File: src/continued_fraction_expansion_core_defines.svh
// assertion macros shared by the continued fraction expansion rtl
// no dependencies; included by files that carry concurrent assertions
`ifndef CONTINUED_FRACTION_EXPANSION_CORE_DEFINES_SVH
`define CONTINUED_FRACTION_EXPANSION_CORE_DEFINES_SVH

// same-cycle implication under async low reset
`define CFE_ASSERT_SAME(label, clk, rst_n, ante, cons, msg) \
	label: assert property (@(posedge clk) disable iff (!rst_n) (ante) |-> (cons)) \
		else $error(msg);

// next-cycle implication under async low reset
`define CFE_ASSERT_NEXT(label, clk, rst_n, ante, cons, msg) \
	label: assert property (@(posedge clk) disable iff (!rst_n) (ante) |=> (cons)) \
		else $error(msg);

`endif

File: src/cfe_pkg.sv
// widths, sequencer states and term saturation for the continued fraction core
// no dependencies; imported by cfe_div and continued_fraction_expansion_core
package cfe_pkg;

	localparam int FRAC_BITS = 32;
	localparam int MAX_TERMS = 64;
	localparam int VALUE_W   = 64;
	localparam int TERM_W    = 34;
	localparam int IDX_W     = $clog2(MAX_TERMS);
	localparam int CNT_W     = 7;
	localparam int DIV_W     = FRAC_BITS + 1;
	localparam int DCNT_W    = $clog2(DIV_W);
	localparam int MAG0_W    = VALUE_W - FRAC_BITS;
	localparam int WIDE_W    = VALUE_W + 2;
	localparam int OUT_W     = ((TERM_W + IDX_W + 7) / 8) * 8;
	localparam int ADDR_W    = 3;
	localparam int REG_IDX_W = ADDR_W - 2;
	localparam int APB_W     = 32;

	localparam logic [REG_IDX_W-1:0] REG_TERM_COUNT   = '0;
	localparam logic [CNT_W-1:0]     TERM_COUNT_RESET = CNT_W'(16);

	localparam logic signed [WIDE_W-1:0] WIDE_ONE = WIDE_W'(1);
	localparam logic signed [WIDE_W-1:0] TERM_HI =
		{{(WIDE_W-TERM_W+1){1'b0}}, {(TERM_W-1){1'b1}}};
	localparam logic signed [WIDE_W-1:0] TERM_LO =
		{{(WIDE_W-TERM_W+1){1'b1}}, {(TERM_W-1){1'b0}}};

	typedef enum logic [1:0] {
		S_IDLE,
		S_START,
		S_DIV,
		S_OUT
	} state_t;

	function automatic logic signed [TERM_W-1:0] sat_term(input logic signed [WIDE_W-1:0] x);
		logic signed [TERM_W-1:0] r;
		if (x > TERM_HI) begin
			r = TERM_HI[TERM_W-1:0];
		end else if (x < TERM_LO) begin
			r = TERM_LO[TERM_W-1:0];
		end else begin
			r = x[TERM_W-1:0];
		end
		return r;
	endfunction

endpackage

File: src/cfe_div.sv
// restoring divider, one quotient bit per cycle, shared by every term that needs a division
// depends on cfe_pkg
module cfe_div (
	input  logic                         clk,
	input  logic                         arst_n,
	input  logic                         start,
	input  logic [cfe_pkg::DIV_W-1:0]     dividend,
	input  logic [cfe_pkg::FRAC_BITS-1:0] divisor,
	output logic                         busy,
	output logic                         done,
	output logic [cfe_pkg::DIV_W-1:0]     quotient,
	output logic [cfe_pkg::FRAC_BITS-1:0] remainder
);
	import cfe_pkg::*;

	logic                busy_q;
	logic                done_q;
	logic [DCNT_W-1:0]   cnt_q;
	logic [DIV_W-1:0]    num_q;
	logic [FRAC_BITS-1:0] rem_q;
	logic [FRAC_BITS-1:0] den_q;

	logic [FRAC_BITS:0]   trial;
	logic [FRAC_BITS:0]   diff;
	logic                 ge;
	logic [FRAC_BITS-1:0] rem_next;

	always_comb begin
		trial    = {rem_q, num_q[DIV_W-1]};
		diff     = trial - {1'b0, den_q};
		ge       = trial >= {1'b0, den_q};
		rem_next = ge ? diff[FRAC_BITS-1:0] : trial[FRAC_BITS-1:0];
	end

	always_ff @(posedge clk or negedge arst_n) begin
		if (!arst_n) begin
			busy_q <= 1'b0;
			done_q <= 1'b0;
			cnt_q  <= '0;
		end else begin
			done_q <= busy_q && (cnt_q == '0);
			if (start) begin
				busy_q <= 1'b1;
				cnt_q  <= DCNT_W'(DIV_W - 1);
			end else if (busy_q) begin
				if (cnt_q == '0) begin
					busy_q <= 1'b0;
				end else begin
					cnt_q <= cnt_q - DCNT_W'(1);
				end
			end
		end
	end

	always_ff @(posedge clk) begin
		if (start) begin
			num_q <= dividend;
			rem_q <= '0;
			den_q <= divisor;
		end else if (busy_q) begin
			num_q <= {num_q[DIV_W-2:0], ge};
			rem_q <= rem_next;
		end
	end

	assign busy      = busy_q;
	assign done      = done_q;
	assign quotient  = num_q;
	assign remainder = rem_q;

endmodule

File: src/continued_fraction_expansion_core.sv
// continued fraction expansion core: stream in, term stream out, apb register
// depends on cfe_pkg, cfe_div and continued_fraction_expansion_core_defines.svh
//
// Each input word is a signed Q32.32 value; the core answers with term_count
// output words (term_count taken as 1 when zero and 64 above 64), each holding
// one term of the simple continued fraction and its index, with tlast on the
// final one. Negative values come out as [-a0-1; 1, a1-1, a2, ...], with the
// a1 = 1 case folded into [-a0-1; a2+1, a3, ...] and negative integers as
// [-a0]; terms after the expansion ends are zero. The input is taken only when
// the core is idle. Term 0 is presented in the cycle after the input word is
// taken; every later term that needs a division comes from one 33-step
// restoring divider (the folded term needs two divisions), while terms after
// the end and the a1-1 term after the inserted 1 are made without it, and an
// output stall holds each term until it is taken. term_count sits at byte
// address 0 and resets to 16.
`include "continued_fraction_expansion_core_defines.svh"

module continued_fraction_expansion_core (
	input  logic                          clk,
	input  logic                          arst_n,
	// value
	input  logic [cfe_pkg::VALUE_W-1:0]    s_tdata,
	input  logic                          s_tvalid,
	output logic                          s_tready,
	// term, term_index
	output logic [cfe_pkg::OUT_W-1:0]      m_tdata,
	output logic                          m_tlast,
	output logic                          m_tvalid,
	input  logic                          m_tready,
	input  logic                          psel,
	input  logic                          penable,
	input  logic                          pwrite,
	input  logic [cfe_pkg::ADDR_W-1:0]     paddr,
	input  logic [cfe_pkg::APB_W-1:0]      pwdata,
	output logic [cfe_pkg::APB_W-1:0]      prdata,
	output logic                          pready
);
	import cfe_pkg::*;

	state_t state_q, state_d;

	logic [CNT_W-1:0]      term_count_q;
	logic [IDX_W-1:0]      cnt_m1;

	logic                  neg_q, frac_q, ended_q, first_q, merge_q, pend_q;
	logic [DIV_W-1:0]      p_q;
	logic [FRAC_BITS-1:0]  q_q;
	logic [DIV_W-1:0]      hold_q;
	logic signed [TERM_W-1:0] term_q;
	logic [IDX_W-1:0]      idx_q;
	logic                  last_q;

	logic                  div_start, div_busy, div_done;
	logic [DIV_W-1:0]      div_quot;
	logic [FRAC_BITS-1:0]  div_rem;

	logic [VALUE_W-1:0]    mag_abs;
	logic [MAG0_W-1:0]     mag0;
	logic [FRAC_BITS-1:0]  r0;
	logic signed [WIDE_W-1:0] mag0_w, seq0, quot_w, hold_w;
	logic                  split_div, fold_one;

	logic                  load_out;
	logic signed [TERM_W-1:0] term_d;
	logic [IDX_W-1:0]      idx_d;
	logic                  apb_wr;

	// register port
	assign pready = 1'b1;
	assign apb_wr = psel && penable && pwrite && pready;

	always_ff @(posedge clk or negedge arst_n) begin
		if (!arst_n) begin
			term_count_q <= TERM_COUNT_RESET;
		end else if (apb_wr && (paddr[ADDR_W-1:2] == REG_TERM_COUNT)) begin
			term_count_q <= pwdata[CNT_W-1:0];
		end
	end

	assign prdata = (paddr[ADDR_W-1:2] == REG_TERM_COUNT) ? APB_W'(term_count_q) : '0;

	always_comb begin
		if (term_count_q == '0) begin
			cnt_m1 = '0;
		end else if (term_count_q > CNT_W'(MAX_TERMS)) begin
			cnt_m1 = IDX_W'(MAX_TERMS - 1);
		end else begin
			cnt_m1 = IDX_W'(term_count_q - CNT_W'(1));
		end
	end

	// integer part straight from the input word
	always_comb begin
		mag_abs = s_tdata[VALUE_W-1] ? (~s_tdata + VALUE_W'(1)) : s_tdata;
		mag0    = mag_abs[VALUE_W-1:FRAC_BITS];
		r0      = mag_abs[FRAC_BITS-1:0];
		mag0_w  = $signed({{(WIDE_W-MAG0_W){1'b0}}, mag0});
		if (!s_tdata[VALUE_W-1]) begin
			seq0 = mag0_w;
		end else if (r0 != '0) begin
			seq0 = -mag0_w - WIDE_ONE;
		end else begin
			seq0 = -mag0_w;
		end
		quot_w    = $signed({{(WIDE_W-DIV_W){1'b0}}, div_quot});
		hold_w    = $signed({{(WIDE_W-DIV_W){1'b0}}, hold_q});
		split_div = first_q && neg_q && frac_q;
		fold_one  = split_div && (div_quot == DIV_W'(1));
	end

	cfe_div u_div (
		.clk       (clk),
		.arst_n    (arst_n),
		.start     (div_start),
		.dividend  (p_q),
		.divisor   (q_q),
		.busy      (div_busy),
		.done      (div_done),
		.quotient  (div_quot),
		.remainder (div_rem)
	);

	always_ff @(posedge clk or negedge arst_n) begin
		if (!arst_n) begin
			state_q <= S_IDLE;
		end else begin
			state_q <= state_d;
		end
	end

	always_comb begin
		state_d   = state_q;
		div_start = 1'b0;
		load_out  = 1'b0;
		term_d    = '0;
		unique case (state_q)
			S_IDLE: begin
				if (s_tvalid) begin
					load_out = 1'b1;
					term_d   = sat_term(seq0);
					state_d  = S_OUT;
				end
			end
			S_START: begin
				div_start = 1'b1;
				state_d   = S_DIV;
			end
			S_DIV: begin
				if (div_done) begin
					if (fold_one) begin
						state_d = S_START;
					end else begin
						load_out = 1'b1;
						term_d   = split_div ? TERM_W'(1) : sat_term(quot_w + (merge_q ? WIDE_ONE : '0));
						state_d  = S_OUT;
					end
				end
			end
			S_OUT: begin
				if (m_tready) begin
					priority if (last_q) begin
						state_d = S_IDLE;
					end else if (pend_q) begin
						load_out = 1'b1;
						term_d   = sat_term(hold_w - WIDE_ONE);
					end else if (ended_q) begin
						load_out = 1'b1;
						term_d   = merge_q ? TERM_W'(1) : '0;
					end else begin
						state_d = S_START;
					end
				end
			end
			default: begin
				state_d = S_IDLE;
			end
		endcase
	end

	assign idx_d = (state_q == S_IDLE) ? '0 : idx_q + IDX_W'(1);

	always_ff @(posedge clk or negedge arst_n) begin
		if (!arst_n) begin
			neg_q   <= 1'b0;
			frac_q  <= 1'b0;
			ended_q <= 1'b0;
			first_q <= 1'b0;
			merge_q <= 1'b0;
			pend_q  <= 1'b0;
		end else begin
			if (state_q == S_IDLE && s_tvalid) begin
				neg_q   <= s_tdata[VALUE_W-1];
				frac_q  <= r0 != '0;
				ended_q <= r0 == '0;
				first_q <= 1'b1;
				merge_q <= 1'b0;
				pend_q  <= 1'b0;
			end else if (state_q == S_DIV && div_done) begin
				ended_q <= div_rem == '0;
				first_q <= 1'b0;
				if (fold_one) begin
					merge_q <= 1'b1;
				end else if (split_div) begin
					pend_q <= 1'b1;
				end else begin
					merge_q <= 1'b0;
				end
			end else if (state_q == S_OUT && m_tready && !last_q) begin
				if (pend_q) begin
					pend_q <= 1'b0;
				end else if (ended_q) begin
					merge_q <= 1'b0;
				end
			end
		end
	end

	always_ff @(posedge clk) begin
		if (state_q == S_IDLE && s_tvalid) begin
			p_q <= {1'b1, {FRAC_BITS{1'b0}}};
			q_q <= r0;
		end else if (state_q == S_DIV && div_done) begin
			p_q <= {1'b0, q_q};
			q_q <= div_rem;
			if (split_div) begin
				hold_q <= div_quot;
			end
		end
		if (load_out) begin
			term_q <= term_d;
			idx_q  <= idx_d;
			last_q <= idx_d == cnt_m1;
		end
	end

	assign s_tready = state_q == S_IDLE;
	assign m_tvalid = state_q == S_OUT;
	assign m_tlast  = last_q;

	always_comb begin
		m_tdata                 = '0;
		m_tdata[TERM_W-1:0]     = term_q;
		m_tdata[TERM_W+:IDX_W]  = idx_q;
	end

	`CFE_ASSERT_SAME(a_ready_only_idle, clk, arst_n, s_tready, !m_tvalid && !div_busy, "input ready while a word is in flight")
	`CFE_ASSERT_NEXT(a_last_frees_input, clk, arst_n, m_tvalid && m_tready && m_tlast, s_tready, "core not idle after last term")
	`CFE_ASSERT_NEXT(a_more_terms_busy, clk, arst_n, m_tvalid && m_tready && !m_tlast, !s_tready, "core went idle before last term")
	`CFE_ASSERT_SAME(a_done_in_div, clk, arst_n, div_done, state_q == S_DIV, "divider result outside divide state")

endmodule
File: config.mk
export PLATFORM = sky130hd
export DESIGN_NAME = continued_fraction_expansion_core
export DESIGN_NICKNAME = d
export VERILOG_FILES = /design/src/cfe_pkg.sv /design/src/cfe_div.sv /design/src/continued_fraction_expansion_core.sv
export VERILOG_INCLUDE_DIRS = /design/src /design/src/src
export SDC_FILE = /design/constraint.sdc
export NUM_CORES = 1
export LEC_CHECK = 0
export ABC_CLOCK_PERIOD_IN_PS = 4300
export BUFFER_PORTS_ARGS = -buffer_cell sky130_fd_sc_hd__buf_2
export CAP_MARGIN = 10
export CORE_UTILIZATION = 30
export CTS_BUF_LIST = sky130_fd_sc_hd__clkbuf_8
export DETAILED_ROUTE_END_ITERATION = 7
export PLACE_DENSITY = 0.5
export RECOVER_POWER = 25
export REMOVE_ABC_BUFFERS = 1
export SYNTH_ARGS = -nofsm -noshare
export SYNTH_HDL_FRONTEND = slang
export SYNTH_HIERARCHICAL = 1
export SYNTH_SLANG_ARGS = --single-unit
File: constraint.sdc
create_clock -name clk -period 4.3 [get_ports clk]
set_clock_uncertainty 0.2 [all_clocks]
set_input_delay 0.645 -clock clk [delete_from_list [all_inputs] [get_ports clk]]
set_output_delay 0.645 -clock clk [all_outputs]
set_load 0.02 [all_outputs]
==> Word-level counts from Yosys, hierarchy flattened <==
Cells that the tools add are included.
{ "op_classes": {"add_sub_neg": 9, "magnitude_cmp": 8, "n_eq_ne": 15, "muxes": 68, "bitwise_logic": 3, "n_reduce_logical": 27} }
{ "ops": {"columns": ["cell", "n"], "rows": [
  ["two-way mux 34 bit", 13],
  ["two-way mux 66 bit", 2],
  ["case mux 34 bit (3 select lines)", 1],
  ["two-way mux 32 bit", 3],
  ["greater-than comparator 66 x 34 -> 1 bit, second input constant", 1],
  ["less-than comparator 66 x 34 -> 1 bit, second input constant", 1],
  ["two-way mux 33 bit", 2],
  ["negation 32 -> 66 bit", 1],
  ["subtractor 66 x 2 -> 66 bit, second input constant", 1],
  ["adder 64 x 1 -> 64 bit, second input constant", 1],
  ["zero test 32 bit", 2],
  ["two-way mux 64 bit", 1],
  ["inverter 64 bit", 1],
  ["two-way mux 6 bit", 6],
  ["less-than comparator 35 x 34 -> 1 bit, second input constant", 1],
  ["adder 33 x 1 -> 34 bit", 1],
  ["greater-than comparator 34 x 33 -> 1 bit, second input constant", 1],
  ["greater-than comparator 34 bit, second input constant", 1],
  ["less-than comparator 34 bit, second input constant", 1],
  ["subtractor 33 x 1 -> 34 bit, second input constant", 1],
  ["equality test 33 x 1 -> 1 bit, second input constant", 1],
  ["greater-or-equal comparator 33 x 32 -> 1 bit", 1],
  ["nonzero test 32 bit", 1],
  ["subtractor 32 bit", 1],
  ["other kinds (29)", 84]
]} }
{ "totals": {"reg_bits": 259, "inputBits": 106, "output_inout_bits": 76, "word_cells": 150} }

==> Longest topological paths before layout <==
Gate-level depths: netlist (run 1).
{ "depth": {"ltp_word": 12, "mapped_depth": 21, "mapped_depth_nobuf": 18} }

==> Modules after synthesis <==
The synthesis (run 1) kept the hierarchy.
{ "by_module_without_submodules": {"columns": ["mod", "n_inst", "cells_per_inst", "area_each_um2", "seq_area_each_um2"], "rows": [
  ["continued_fraction_expansion_core", 1, 1525, 12783.5, 4220.3],
  ["cfe_div", 1, 585, 5949.5, 2792.7]
]} }

==> Least setup slack after synthesis (run 1) <==
Ideal clock, no wire load.
{ "synth_timing": {"path_type": "input to register", "from": "in s_tdata[0] (netlist name)", "to": "reg term_q[29] (data pin)", "setup_time_ps": 269, "t_arrival_ps": 5352, "required_time_ps": 3831, "path_slack_ps": -1520, "cell_stages": 19, "cell_sequence": "inv_1 -> ha_1 -> or4b_4 -> nor4_4 -> nand4_1 -> a221oi_2 -> nand4bb_1 -> or3_1 -> clkbuf_1 -> nor2_1 -> and3_1 -> and2_1 -> ha_1 -> or4_1 -> o2111ai_1 -> o22ai_1 -> buf_2 -> a221oi_1 -> o31ai_1"} }
{ "synth_via": {"elab_chain_len": 12, "word_cells_on_any_way": 14, "cone_classes": "add/sub: 3; order compare: 2; mux: 7; bitwise: 1; reduce/logical: 1"} }
{ "synth_lines": {"columns": ["element", "line_no", "rtl"], "rows": [
  ["start, declared", "continued_fraction_expansion_core.sv:22", "input logic [cfe_pkg::VALUE_W-1:0] s_tdata,"],
  ["inverter 64 bit", "continued_fraction_expansion_core.sv:94", "mag_abs = s_tdata[VALUE_W-1] ? (~s_tdata + VALUE_W'(1)) : s_tdata;"],
  ["adder 64 x 1 -> 64 bit", "continued_fraction_expansion_core.sv:94", null],
  ["two-way mux 64 bit *", "continued_fraction_expansion_core.sv:94", null],
  ["negation 32 -> 66 bit", "continued_fraction_expansion_core.sv:101, continued_fraction_expansion_core.sv:103", null],
  ["subtractor 66 x 2 -> 66 bit", "continued_fraction_expansion_core.sv:101", "seq0 = -mag0_w - WIDE_ONE;"],
  ["two-way mux 66 bit", "continued_fraction_expansion_core.sv:100", "end else if (r0 != '0) begin"],
  ["two-way mux 66 bit *", "continued_fraction_expansion_core.sv:98", "if (!s_tdata[VALUE_W-1]) begin"],
  ["less-than comparator 66 x 34 -> 1 bit", "cfe_pkg.sv:40", "end else if (x < TERM_LO) begin"],
  ["two-way mux 34 bit", "cfe_pkg.sv:40", null],
  ["two-way mux 34 bit *", "cfe_pkg.sv:38", "if (x > TERM_HI) begin"],
  ["two-way mux 34 bit *", "continued_fraction_expansion_core.sv:138", "if (s_tvalid) begin"],
  ["case mux 34 bit (3 select lines) *", "continued_fraction_expansion_core.sv:136", "unique case (state_q)"],
  ["via term_d[29]", "continued_fraction_expansion_core.sv:64", "logic signed [TERM_W-1:0] term_d;"],
  ["end signal, assigned", "continued_fraction_expansion_core.sv:230", "term_q <= term_d;"],
  ["end, declared", "continued_fraction_expansion_core.sv:49", "logic signed [TERM_W-1:0] term_q;"]
]} }
The timed path passes the listed nets; every way through them passes the cells marked *.
A chain may end at the register's enable or synchronous reset.

==> Final worst setup path (run 1) <==
{ "layout_timing": {"from": "in s_tdata[41] (netlist name)", "to": "reg term_q[22] (data pin)"} }
The elaborated chain is that of the path after synthesis.

==> impl_results.md, run 1 <==
* Lkg Pwr at 9.99 nW
* Core Footprint at 61700 sq um
* Slew @ Worst Pin at 2.47 ns
* Worst setup EP type: register
* Status: finished with violations
* GRT Util Overall at 21.0%
* Hold depth at 2
* Row count at 91
* Critical Path RT at between 4 and 5 ns
* Combinational Power Share at 39.7%
* DR vias/cell at roughly 5.2
* Synthesized netlist cell count at 2110
* Crit start category: input port
* Final Setup Violations at 34
* Placer Congestion at 0.959
* Crit-path max FO at 6
* Total Routed Length at 67200 um
* Die area at around 63000 sq um
* Worst skew pair latency at 0.66 ns
* Min Tclk post-route at 5.04 ns
* Chip Width at 252 um
* R2R Setup Slk at 0.13 ns
* Via count at around 18000
* Power Internal at 7.08 mW
* PwrDens at between 400 and 500 nW/um^2
* Max-cap violation count at 1
* Global-route wire length before repair at 104000 um
* Arr. time, crit path at 5.23 ns
* Final Util at 40.2%
* F_max at between 150 and 200 MHz
* Clock Tree Root: clkbuf_8
* Total grt overflow at 0
* Top cells by area, synth: edfxtp_1 (27%), dfxtp_1 (6.9%), nand2_1 (5.1%)
* Switching pwr at about 4.6 mW
* Hold crit path type: in -> reg
* Clk pwr share at 24.0%
* Register area share after synthesis at 37.4%
* Failing checks: capacitance limit, slew limit, setup timing
* Place WS at -1.72 ns
* Syn. warnings at 6
* Io pins at between 150 and 200
* Peak VDD IR at 0.251 mV
* Setup ws final at -0.744 ns
* TritonRoute pass-1 iters at 5
* Initial antenna violation count at 3
* Headroom to the max-slew limit at -64.7%
* Routed Antenna Nets at 0
* Post-synth EDFFs at 171
* CTS Buf Count at ~50
* Placed cell area at 22700 sq um
* Ys flop type: edfxtp_1
* CTS tree: built
* Largest net degree at the start of global routing at between 90 and 100
* Drt drc at 0
* WL/cell at 19.4 um
* Final Power at 11.7 mW
* Area of the mapped netlist at 18700 sq um
* Kind of critical path: in -> reg
* Post-route design area at 24800 sq um
* Die Ht at approximately 250 um
* Starting Density at 30.4%
* Area added between synthesis and finish at 32.3%
* R2R depth at 12
* Asr flop ratio synth at 8.88%
* Unrepaired setup endpoints after global routing: yes
* Most common cell after layout, fill and taps aside: buf_4
* CTS H-Tree Depth at 2
* Nets at 2741
* Clk slew on worst S/H paths at approximately 0.06 ns
* Fin crit share at 117%
* Number of global-route vias before repair at about 18000
* Max-slew violations at 97
* Fraction of layout cells with a size suffix above 1 at 30.2%
* Top cell type's share of synthesized area at 27.4%
* CTS sink count at 259
* Iter 0 DRT Violations at approximately 1500
* Final hold vios at 0
* Synth Area per Inst at 8.88 sq um
* Sequential share of power at 36.3%
* I/O Buffers at 128
* HPWL after detailed placement at 51400 um
* Yosys top cell by area: edfxtp_1
* Netlist cell types at 108
* Clk buf depth at 3
* Flops & latches, synth at 259
* Switch share at 39.5%
* Most frequent cells in the layout: buf_4 (380), nand2_1 (248), nor2_1 (178)
cell type report:
class	count	area (sq um)
timing repair buffer	531	3810
multi-input combinational	1679	11500
clock buffer	56	771
tap	837	1050
sequential	259	7010
fill	6282	36900
clock inverter	36	370
antenna	1	2.50
inverter	69	262
stage by stage:
stage	instances	TNS [ns]	hold slack, ns
global route	3468	-23.39	0.0266
CTS	3457	-20.46	0.00250
floorplan	2006	-226.61	0.149
finish	3468	-21.05	0.0460
global placement	3338	-51.34	0.226
detailed placement	3338	-55.95	0.234
state kept, by name, summed over array words and instances (netlist names), 2 cells and up:
register         cells
state_q              2
hold_q              33
idx_q                6
term_count_q         7
q_q                 32
u_div/den_q         32
term_q              34
u_div/cnt_q          6
p_q                 33
u_div/quotient      33
u_div/remainder     32
final timing paths:
kind	start	end
setup / recovery	s_tdata[41]	term_q[22]
hold / removal	pwdata[2]	term_count_q[2]
setup reg to reg	hold_q[6]	term_q[29]
hold reg to reg	q_q[14]	u_div/den_q[14]
max in group asynchronous	arst_n	neg_q
min in group asynchronous	arst_n	u_div/cnt_q[1]
synthesized netlist by cell type (10+ instances only):
cell	count
clkbuf_1	63
a211oi_1	26
o21ai_0	91
a211o_1	11
edfxtp_1	171
or2_2	14
or4_1	23
inv_1	69
xnor2_1	98
nor2_1	184
a31oi_1	11
o31ai_1	24
dfxtp_1	65
o22ai_1	14
and3_1	23
buf_1	10
ha_1	45
nor4_1	38
mux2_2	42
and2_1	15
o21a_1	11
a21oi_1	147
nand2b_1	23
a32oi_1	10
dfrtp_1	22
nand4_1	40
nand2_1	255
or3_1	27
xor2_1	101
nor2b_1	26
o211ai_1	22
buf_2	20
nand3_1	59
buf_4	28
nor3_1	68
mux2i_1	33
layer usage:
| layer | part of all wire (%) | up-vias | wire length, um | global-route usage, % |
|---|---|---|---|---|
| li1 | - | 8714 | - | - |
| met2 | 45 | 547 | 30200 | 33.5 |
| met5 | 0.019 | - | 13 | 0 |
| met3 | 4.9 | 78 | 3320 | 2.32 |
| met1 | 48 | 8681 | 32100 | 29.9 |
| met4 | 2.2 | 2 | 1500 | 5.47 |
logic make-up after synthesis:
group / Yosys count / synth area share (%)
buffers and inverters: 197 / 4.88
other: 2 / 0.0401
AOI/OAI and AO/OA: 478 / 17.3
adders and majority gates: 46 / 3.11
DFF: 259 / 37.4
xor gates and xnor gates: 202 / 9.56
and+or+nand+nor: 850 / 23.3
muxes: 76 / 4.37
timing repair:
action	4_1_cts	5_1_grt
hold buffers	2	0
setup endpoints to repair	34	34
pin swaps	44	37
buffers inserted	24	10
endpoints found under the hold margin	23	0
cloned	2	0
resized for setup	84	49
power groups by stage:
stage | clock network [mW] | registers (mW) | logic [mW]
floorplan | 0 | 4.13 | 3.02
global placement | 0 | 4.30 | 4.42
detailed placement | 0 | 4.30 | 4.49
CTS | 2.89 | 4.26 | 4.60
global route | 2.99 | 4.34 | 5.20
finish | 2.81 | 4.25 | 4.66
critical path, cell delays in order:
cell and delay [ns]:
buf_6 0.09, or4_4 0.53, or4_4 0.43, or4_4 0.46, buf_6 0.15, o41ai_4 0.34, xor2_1 0.22, and4_1 0.24
and2_4 0.15, and3_4 0.18, and2_4 0.15, ha_4 0.20, or4_4 0.54, o2111ai_4 0.23, buf_6 0.15, o22ai_4 0.10
buf_6 0.17, a211o_1 0.26
Note: power is estimated with default switching activity, not from simulation.
==> run 2, diff against run 1 <==
--- a/config.mk
+++ b/config.mk
@@ -9,6 +9,7 @@
 export ABC_CLOCK_PERIOD_IN_PS = 4300
 export BUFFER_PORTS_ARGS = -buffer_cell sky130_fd_sc_hd__buf_2
 export CAP_MARGIN = 10
+export CORE_MARGIN = 2
 export CORE_UTILIZATION = 30
 export CTS_BUF_LIST = sky130_fd_sc_hd__clkbuf_8
 export DETAILED_ROUTE_END_ITERATION = 7
==> run 2 against run 1 <==
Effect of this change: core utilization decreased by 0.25 points; combinational power about the same; register-to-register slack got worse by 0.03 ns; routed wire length decreased by 1.1%; largest cell class unchanged; the flow still finishes with violations (capacitance limit, slew limit, setup timing); critical path depth decreased by 1; total power decreased by 4.1%.
==> impl_results.md, run 2 (synthesis results as in run 1) <==
* Max reg flops at 34 (unchanged)
* Combinational Power Share at 41.5% (was 39.7%)
* TritonRoute pass-1 iters at 5 (unchanged)
* I/O Buffers at 128 (unchanged)
* Number of global-route vias before repair at 17600 (was 17700)
* Headroom to the max-slew limit at -25.9% (was -64.7%)
* Switching pwr at 4.57 mW (was 4.63 mW)
* PwrDens at 456 nW/um^2 (was 473 nW/um^2)
* Switch share at 40.7% (was 39.5%)
* Failing checks: capacitance limit, slew limit, setup timing (unchanged)
* Fin crit share at 118% (was 117%)
* Crit-path max FO at 7 (was 6)
* Worst setup EP type: register (unchanged)
* Kind of critical path: in -> reg (unchanged)
* Iter 0 DRT Violations at 1269 (was 1469)
* Filler cell count at 6373 (was 6282)
* Area added between synthesis and finish at 31.5% (was 32.3%)
* Hold crit path type: in -> reg (unchanged)
* CP peak stage delay at 0.53 ns (was 0.54 ns)
* Critical Path RT at 4.47 ns (was 4.48 ns)
* Max-slew violations at 22 (was 97)
* Inst Count DP at 3347 (was 3338)
* Total grt overflow at 0 (unchanged)
* Arr. time, crit path at 5.26 ns (was 5.23 ns)
* Core Footprint at 61700 sq um (unchanged)
* Met3 Resource Use GR at 3.49% (was 2.32%)
* Lkg Pwr at 9.93 nW (was 9.99 nW)
* Clk slew on worst S/H paths at 0.06 ns (about the same)
* Total Routed Length at 66400 um (was 67200 um)
* CTS sink count at 259 (unchanged)
* M1 GR Usage at 28.4% (was 29.9%)
* Die Ht at 254 um (was 252 um)
* Via count at 17900 (was 18000)
* Largest net degree at the start of global routing at 77 (was 97)
* Worst path most repeated cell: or4_4
* Unrepaired setup endpoints after global routing: yes (unchanged)
* Status: finished with violations (unchanged)
* Slowest stage cell, crit path: or4_4 (unchanged)
* Worst hold-check slack at 0.0716 ns (was 0.0460 ns)
* Hold depth at 2 (unchanged)
* Clock Tree Root: clkbuf_8 (unchanged)
* Placer Congestion at 0.900 (was 0.959)
* Drt drc at 0 (unchanged)
* Top Usage Layer GRT: met2 (unchanged)
* Sequential share of power at 37.8% (was 36.3%)
* Die area at 64500 sq um (was 63400 sq um)
* Register area at 7010 sq um (unchanged)
* Io pins at 182 (unchanged)
* Max-cap violation count at 1 (unchanged)
* Global-route wire length before repair at 102000 um (was 104000 um)
* GRT Util Overall at 20.4% (was 21.0%)
* Starting Density at 30.4% (unchanged)
* Routed Antenna Nets at 0 (unchanged)
* Most frequent cells in the layout: buf_4 (391), nand2_1 (249), nor2_1 (176) (was buf_4 (380), nand2_1 (248), nor2_1 (178))
* Most common cell after layout, fill and taps aside: buf_4 (unchanged)
* CTS H-Tree Depth at 2 (unchanged)
* M2 GR Usage at 32.6% (was 33.5%)
* Min Tclk post-route at 5.10 ns (was 5.04 ns)
* WL/cell at 19.1 um (was 19.4 um)
* CTS tree: built (unchanged)
* Biggest register: term_q (unchanged)
* Final Setup Violations at 34 (unchanged)
* Nets at 2750 (was 2741)
* Initial antenna violation count at 12 (was 3)
* Critical path, cell by cell: buf_6, or4_4, or4_4, or4_4, o41ai_4, xor2_2, nand3_2, nor3_4, and3_4, and2_4, ha_4, or4_4, o2111ai_4, o22ai_1, buf_4, a221oi_4, o31ai_2 (was buf_6, or4_4, or4_4, or4_4, buf_6, o41ai_4, xor2_1, and4_1, and2_4, and3_4, and2_4, ha_4, or4_4, o2111ai_4, buf_6, o22ai_4, buf_6, a211o_1)
* Peak VDD IR at 0.209 mV (was 0.251 mV)
* Fraction of layout cells with a size suffix above 1 at 29.4% (was 30.2%)
* F_max at 196 MHz (was 198 MHz)
* Final hold vios at 0 (unchanged)
* Clk buf depth at 3 (unchanged)
* Slew @ Worst Pin at 1.88 ns (was 2.47 ns)
* Chip Width at 254 um (was 252 um)
* R2R depth at 12 (unchanged)
* CTS Buf Count at 47 (was 49)
* Crit start category: input port (unchanged)
* Setup ws final at -0.795 ns (was -0.744 ns)
* Row count at 91 (unchanged)
* Worst skew pair latency at 0.64 ns (was 0.66 ns)
* Power Internal at 6.67 mW (was 7.08 mW)
* DR vias/cell at 5.14 (was 5.20)
* Multi-input gate area at 11500 sq um (about the same)
* Post-Layout Cell Count at 3476 (was 3468)
* Clk pwr share at 20.7% (was 24.0%)
* HPWL after detailed placement at 51800 um (was 51400 um)
[run 2: cell types whose count changed in the layout (fill, tap and decap cells not counted), moves of 3 or more]
cell / before / now
buf_8: 0 / 3
clkbuf_8: 56 / 53
clkbuf_1: 3 / 12
o21ai_1: 4 / 7
buf_4: 380 / 391
nor3_2: 7 / 4
clkinv_2: 9 / 5
inv_1: 79 / 89
buf_2: 123 / 115
o311ai_2: 4 / 0
bufinv_16: 7 / 1
[run 2: per-stage QoR]
stage | TNS [ns] | setup slack [ns] | power (mW) | instance area [sq um] | util, %
after detailed placement | -54.49 | -1.75 | 8.82 | 22800 | 36.9
after global routing | -25.49 | -0.896 | 12.1 | 24600 | 39.9
after floorplan | -226.61 | -2.54 | 7.15 | 18200 | -
after global placement | -50.01 | -1.57 | 8.73 | 22800 | 36.9
final | -21.94 | -0.795 | 11.2 | 24600 | 39.9
after CTS | -21.60 | -0.742 | 11.3 | 24300 | 39.5
[run 2: worst paths after layout]
kind                        startpoint         endpoint  slack, ns
hold reg to reg                q_q[24]  u_div/den_q[24]       0.24
min in group asynchronous       arst_n   u_div/cnt_q[4]       0.66
setup / recovery           s_tdata[41]       term_q[29]      -0.80
setup reg to reg             hold_q[6]       term_q[29]       0.10
hold / removal               pwdata[5]  term_count_q[5]       0.07
max in group asynchronous       arst_n  term_count_q[0]       2.45
[run 2: repair_timing]
item	4_1_cts	5_1_grt
hold buffers	1	0
hold endpoints to repair	22	0
cloned	1	0
resized for setup	79	51
buffers inserted	26	15
setup endpoints to repair	34	34
pin swaps	45	41
[run 2: worst max-delay path, delay by kind of cell]
kind	cells	cell delay, ns
AOI/OAI and AO/OA	5	1.09
xor gates and xnor gates	1	0.22
buffers and inverters	2	0.30
adders and majority gates	1	0.20
and+or+nand+nor	8	2.77
[run 2: area by class of cell]
| class | instances | area share (%) |
|---|---|---|
| Multi-Input combinational cell | 1678 | 46.5 |
| Sequential cell | 259 | 28.5 |
| Timing Repair Buffer | 543 | 15.9 |
| Tap cell | 837 | 4.25 |
| Clock buffer | 53 | 2.96 |
| Inverter | 69 | 1.05 |
| Clock inverter | 34 | 0.833 |
| Antenna cell | 3 | 0.0305 |
[run 2: power by group through the flow]
stage	Clock (mW)	Combinational [mW]	Sequential, mW
4_1_cts	2.40	4.64	4.26
5_1_grt	2.51	5.21	4.34
3_5_place_dp	0	4.52	4.31
2_1_floorplan	0	3.02	4.13
6_report	2.32	4.67	4.25
3_3_place_gp	0	4.44	4.30
[run 2: layer usage]
layer  vias up  wire length [um]
met5         -                69
met4        10              1630
met3       108              3560
met2       446             30100
met1      8585             31100
li1       8723                 -
